**src/rtl/lmrs_fifo.sv**
```systemverilog
// ----------------------------------------------------------------------------
// lmrs_fifo
// Small synchronous queue with first-word fall-through output.
// ----------------------------------------------------------------------------
module lmrs_fifo #(
  parameter int WIDTH = 8,
  parameter int DEPTH = 4
) (
  input  logic             clk,
  input  logic             rst,
  input  logic             wr_en,
  input  logic [WIDTH-1:0] wr_data,
  input  logic             rd_en,
  output logic [WIDTH-1:0] rd_data,
  output logic             full,
  output logic             empty
);

  localparam int PW = (DEPTH > 1) ? $clog2(DEPTH) : 1;
  localparam int CW = $clog2(DEPTH + 1);

  logic [WIDTH-1:0] store [DEPTH];
  logic [PW-1:0]    wptr;
  logic [PW-1:0]    rptr;
  logic [CW-1:0]    count;
  logic             do_wr;
  logic             do_rd;

  assign full    = (count == CW'(DEPTH));
  assign empty   = (count == '0);
  assign do_wr   = wr_en && !full;
  assign do_rd   = rd_en && !empty;
  assign rd_data = store[rptr];

  always_ff @(posedge clk) begin
    if (do_wr) begin
      store[wptr] <= wr_data;
    end
  end

  always_ff @(posedge clk) begin
    if (rst) begin
      wptr  <= '0;
      rptr  <= '0;
      count <= '0;
    end else begin
      if (do_wr) begin
        wptr <= (wptr == PW'(DEPTH - 1)) ? '0 : wptr + PW'(1);
      end
      if (do_rd) begin
        rptr <= (rptr == PW'(DEPTH - 1)) ? '0 : rptr + PW'(1);
      end
      if (do_wr && !do_rd) begin
        count <= count + CW'(1);
      end else if (do_rd && !do_wr) begin
        count <= count - CW'(1);
      end
    end
  end

endmodule

```
**config.mk**
```make
export PLATFORM = sky130hd
export DESIGN_NAME = lmrs_fifo
export DESIGN_NICKNAME = d
export VERILOG_FILES = /design/src/rtl/lmrs_fifo.sv
export SDC_FILE = /design/constraint.sdc
export NUM_CORES = 1
export LEC_CHECK = 0
export BUFFER_PORTS_ARGS = -buffer_cell sky130_fd_sc_hd__buf_2
export CAP_MARGIN = 20
export CORE_MARGIN = 3
export CORE_UTILIZATION = 35
export CTS_BUF_LIST = sky130_fd_sc_hd__clkbuf_8 sky130_fd_sc_hd__clkbuf_16
export DETAILED_ROUTE_END_ITERATION = 8
export PLACE_DENSITY = 0.51
export SYNTH_ARGS = -nofsm -noshare
export SYNTH_HDL_FRONTEND = slang
export SYNTH_SLANG_ARGS = --single-unit
```
**constraint.sdc**
```tcl
create_clock -name clk -period 2.6 [get_ports clk]
set_input_delay 0.52 -clock clk [delete_from_list [all_inputs] [get_ports clk]]
set_output_delay 0.52 -clock clk [all_outputs]
set_load 0.02 [all_outputs]
```
* Word level (Yosys, flattened, before mapping)
Memories as Yosys holds them, arrays and structs flattened. A register that Yosys moved wholly into a read port is not among the register bits. Index checks and enable logic that the tools add are counted.
Storage, ports and cells: flip-flop bits (word level) 7, RAM bits 32, input port bits 12, output and inout port bits 10, memories kept 1
Operators by class: add/sub/neg operators 4, eq/ne operators 3, multiplexer cells 8, reduce and logical (&&, ||, !) cells 10
Memory list:
- store | depth 4, width 8, read ports 1, clocked after Yosys merged registers in 1, wr ports 1, RTL line 22 | logic [WIDTH-1:0] store [DEPTH];
Operators with widths (number):
- two-way mux 2 bit | 4
- two-way mux 3 bit | 2
- adder 2 x 1 -> 2 bit (second input constant) | 2
- equality test 2 bit (second input constant) | 2
- logical AND 1 bit | 4
- logical NOT 1 bit | 4
- adder 3 x 1 -> 3 bit (second input constant) | 1
- equality test 3 bit (second input constant) | 1
- logical NOT 3 bit | 1
- subtractor 3 x 1 -> 3 bit (second input constant) | 1
- two-way mux 1 bit | 2
- nonzero test 2 bit | 1

* Longest topological paths before layout
depth after elaboration 7, gate-level depth with buffers 10, gate-level depth less buffers 9

* Worst setup path before layout
No wires, ideal clock.
path kind register -> register, start point register count[0], end point register count[2], setup time 0.070 ns, data arrival time 2.124 ns, required time 2.530 ns, path slack 0.406 ns, cell stages (with the launch flop) 11, path buffers 1, clock period less this slack 2.194 ns, cell sequence dfxtp_1 -> or3b_1 -> buf_6 -> clkinv_4 -> nor2_2 -> ha_1 -> inv_1 -> fa_1 -> xor2_1 -> or3_2 -> a21oi_1
Between the ends: cells in the longest elaborated chain, start to end 6, elaborated cells on any way between the ends 15, classes of those cells add/sub (2); eq/ne (1); mux (2); reduce/logical (10)
Ends and longest elaborated chain:
- from (decl) | RTL line 25 | logic [CW-1:0] count;
- from (signal assigned) | RTL line 54 | count <= count + CW'(1);
- from (signal assigned) | RTL line 56 | count <= count - CW'(1);
- equality test 3 bit * | RTL line 29 | assign full = (count == CW'(DEPTH));
- net full | RTL line 15 | output logic full,
- logical NOT 1 bit * | RTL line 31 | assign do_wr = wr_en && !full;
- logical AND 1 bit * | RTL line 31
- net do_wr | RTL line 26 | logic do_wr;
- logical NOT 1 bit | RTL line 55 | end else if (do_rd && !do_wr) begin
- logical AND 1 bit | RTL line 55
- nonzero test 2 bit (no line)
Mark *: on every way through the listed nets, which the timed path passes. The rest lies on a longest branch. The select of a mux whose other input is x is not followed. A chain may end at the register's enable or synchronous reset.

* Final worst setup path
start point register count[0], end point register count[2]
Between the ends: cells in the longest elaborated chain, start to end 6, elaborated cells on any way between the ends 15, classes of those cells add/sub (2); eq/ne (1); mux (2); reduce/logical (10)
Ends and longest elaborated chain (RTL line):
- equality test 3 bit * | 29
- logical NOT 1 bit * | 31
- logical AND 1 bit * | 31
- net do_wr | 26
- logical NOT 1 bit | 55
- logical AND 1 bit | 55
- nonzero test 2 bit (no line)
Marks and branches as above.

==> flow_metrics.env <==
export IMPL_synth_top_area_frac=0.5840
export IMPL_rrSetupSlack_ps=200
export IMPL_power_switching_share=0.3061
export IMPL_drv_slew=0
export IMPL_holdPathEnd="store[2][0]$_DFFE_PP_"
export IMPL_rr_worst_depth=9
export IMPL_first_pass_iters=4
export IMPL_multi_input_area_um2=456.7
export IMPL_cts_made_buffers=5
export IMPL_grt_max_degree=13
export IMPL_tightest_slew_ps=560.6
export IMPL_finalPower_mw=1.717
export IMPL_grt_use_total=0.1101
export IMPL_r2r_start="count[0]$_SDFFE_PP0P_"
export IMPL_worstHoldStart="wr_data[0]"
export IMPL_remaining_drc_errors=0
export IMPL_pwr_share_clk=0.221
export IMPL_ff_latch_area_um2=1141
export IMPL_ant_nets=0
export IMPL_internal_power_mw=1.191
export IMPL_stdcell_area_um2=1873
export IMPL_ctsResizeCount=0
export IMPL_fmax_ghz=0.4166
export IMPL_postSynthAreaPerCell_um2=17.88
export IMPL_clock_latency_ps=280
export IMPL_cts_sinks=41
export IMPL_cellPowerDensity_nw_per_um2=916.6
export IMPL_io_pins=22
export IMPL_start_util=0.3702
export IMPL_run_status="finished, final reports clean"
export IMPL_diodes=0
export IMPL_final_hold_viol_count=0
export IMPL_power_frac_seq=0.512
export IMPL_wl_um=2643
export IMPL_ys_ff_latch=41
export IMPL_worstHoldPathType="input pin to flip-flop"
export IMPL_arrival_ps=2620
export IMPL_yosysWarnings=0
export IMPL_cts_max_level=2
export IMPL_peakVddDrop_uv=426.9
export IMPL_grt_pass1_vias=883
export IMPL_worstSetupEndpointType="flip-flop"
export IMPL_min_period_ps=2400
export IMPL_synthTopCellsByArea="edfxtp_1 58%, dfxtp_1 11%, mux4_2 11%"
export IMPL_synth_cell_types=26
export IMPL_ys_seq_area_frac=0.6935
export IMPL_tritoncts="done"
export IMPL_use_met1=0.1259
export IMPL_path_clk_slew_ps=70
export IMPL_cts_setup_buffers=0
export IMPL_busiest_layer="met2"
export IMPL_drv_cap=0
export IMPL_num_fill_cells=407
export IMPL_slew_headroom=0.6258
export IMPL_fp_dieH_um=74.57
export IMPL_grtUsageMet3=0.04459
export IMPL_synth_top_cell_by_area="edfxtp_1"
export IMPL_cts_path_max_buffers=2
export IMPL_p_sw_mw=0.5255
export IMPL_drtIter0Drc=96
export IMPL_required_ps=2820
export IMPL_fin_crit_sh=0.9232
export IMPL_crit_type="flip-flop to flip-flop"
export IMPL_whs_ps=446.9
export IMPL_placed_cell_area_um2=1792
export IMPL_grt_setup_unrepaired="no"
export IMPL_pwr_share_comb=0.267
export IMPL_synth_nets=111
export IMPL_leakage_nw=0.6889
export IMPL_hpwl_um=1826
export IMPL_vias=847
export IMPL_gr_usage_met2=0.1785
export IMPL_drive_above_1_share=0.3761
export IMPL_core_area_um2=4444
export IMPL_grt_pass1_wl_um=4278
export IMPL_gr_total_overflow=0
export IMPL_place_congestion=0.8133
export IMPL_vias_per_cell=5.012
export IMPL_finClkSkew_ps=2.874
export IMPL_r2r_end="count[2]$_SDFFE_PP0P_"
export IMPL_fp_dieW_um=74.57
export IMPL_crit_fanout=7
export IMPL_finalSetupViolCount=0
export IMPL_antenna_found_initial=0
export IMPL_post_drt_wl_per_cell_um=15.64
export IMPL_clockRootBuffer="clkbuf_8"
export IMPL_hold_path_depth=1
export IMPL_num_nets_final=135
export IMPL_fin_setup_tns_ps=0
export IMPL_synthCells=92
export IMPL_fp_dieArea_um2=5560
export IMPL_syn_to_final_growth_pct=13.84
export IMPL_final_util=0.4215
export IMPL_io_buffers=21
export IMPL_cts_hold_buffers_added=0
export IMPL_syn_cell_area_um2=1645
export IMPL_num_rows=24
export IMPL_cp_start_kind="flip-flop"
critical path: stages (launching register included):
cell and delay, ps:
dfxtp_1 450, or3b_1 310, clkinv_4 90, nor2_2 140, ha_1 200, inv_1 60
fa_1 380, xor2_1 160, or3_2 400, a21oi_1 140
cell usage after synthesis, drive strengths merged:
cell    instances
nor2            4
clkbuf          1
o31ai           2
nor3            2
or3b            1
mux2i           2
ha              6
xor2            2
edfxtp         32
nand2           1
or3             2
inv             4
mux4            8
and3            4
dfxtp           9
buf             3
nand3           2
a21oi           3
fa              1
o21ai           2
clkinv          1
power groups by stage:
| stage | logic [mW] | clock network, mW | registers [mW] |
|---|---|---|---|
| final | 0.458 | 0.379 | 0.880 |
| after CTS | 0.466 | 0.394 | 0.884 |
| after floorplan | 0.384 | 0 | 0.849 |
| after detailed placement | 0.465 | 0 | 0.898 |
| after global placement | 0.462 | 0 | 0.893 |
| after global routing | 0.505 | 0.420 | 0.897 |
metrics by stage:
step	setup slack [ps]	std cells
2_1_floorplan	406.1	92
3_3_place_gp	321.1	161
3_5_place_dp	221.9	161
4_1_cts	197.9	169
5_1_grt	4.234	169
6_report	199.8	169
worst max path at each step:
stage / startpoint / to / slack (ps)
2_1_floorplan: count[0]$_SDFFE_PP0P_ / count[2]$_SDFFE_PP0P_ / 410
3_3_place_gp: count[0]$_SDFFE_PP0P_ / count[2]$_SDFFE_PP0P_ / 320
3_5_place_dp: count[0]$_SDFFE_PP0P_ / count[2]$_SDFFE_PP0P_ / 220
4_1_cts: count[0]$_SDFFE_PP0P_ / count[2]$_SDFFE_PP0P_ / 200
5_1_grt: count[0]$_SDFFE_PP0P_ / count[2]$_SDFFE_PP0P_ / 4
6_report: count[0]$_SDFFE_PP0P_ / count[2]$_SDFFE_PP0P_ / 200
area by class of cell:
type                    instances  share of cell area
flip-flops and latches         41              0.6092
multi-input cells              42              0.2438
repair buffers                 21             0.05611
clock buffers                   5             0.03674
well taps                      52             0.03474
inverters                       5             0.01269
clock inverters                 3            0.006680
sequential cells by signal, indices dropped and copies added (netlist names), named ones only:
register	count
wptr	2
rptr	2
store	32
count	3
kinds of logic (layout without fill, tap and decap cells):
kind of cell               after synthesis  count (layout)  synth area share
xor gates and xnor gates                 2               2           0.01065
muxes                                   10              10            0.1217
and+or+nand+nor                         16              16           0.05704
adders and majority gates                7               7           0.05779
buffers and inverters                    9              34           0.02889
DFF                                     41              41            0.6935
AOI/OAI and AO/OA                        7               7           0.03041
cell usage in the layout, fill, tap and decap left out, types with 3 or more instances in the layout:
cell type   n
inv_1       4
buf_2      21
mux4_2      8
ha_1        6
clkbuf_8    5
a21oi_1     3
nor2_1      3
and3_2      4
dfxtp_1     9
edfxtp_1   32
layer usage:
layer | wire [µm] | vias to the layer above | share of wire
met5 | 0 | - | 0
met4 | 34 | 0 | 0.013
met3 | 108 | 4 | 0.041
met2 | 1369 | 19 | 0.52
met1 | 1131 | 423 | 0.43
li1 | - | 401 | -
No activity file was read; power rests on OpenSTA's default activity.
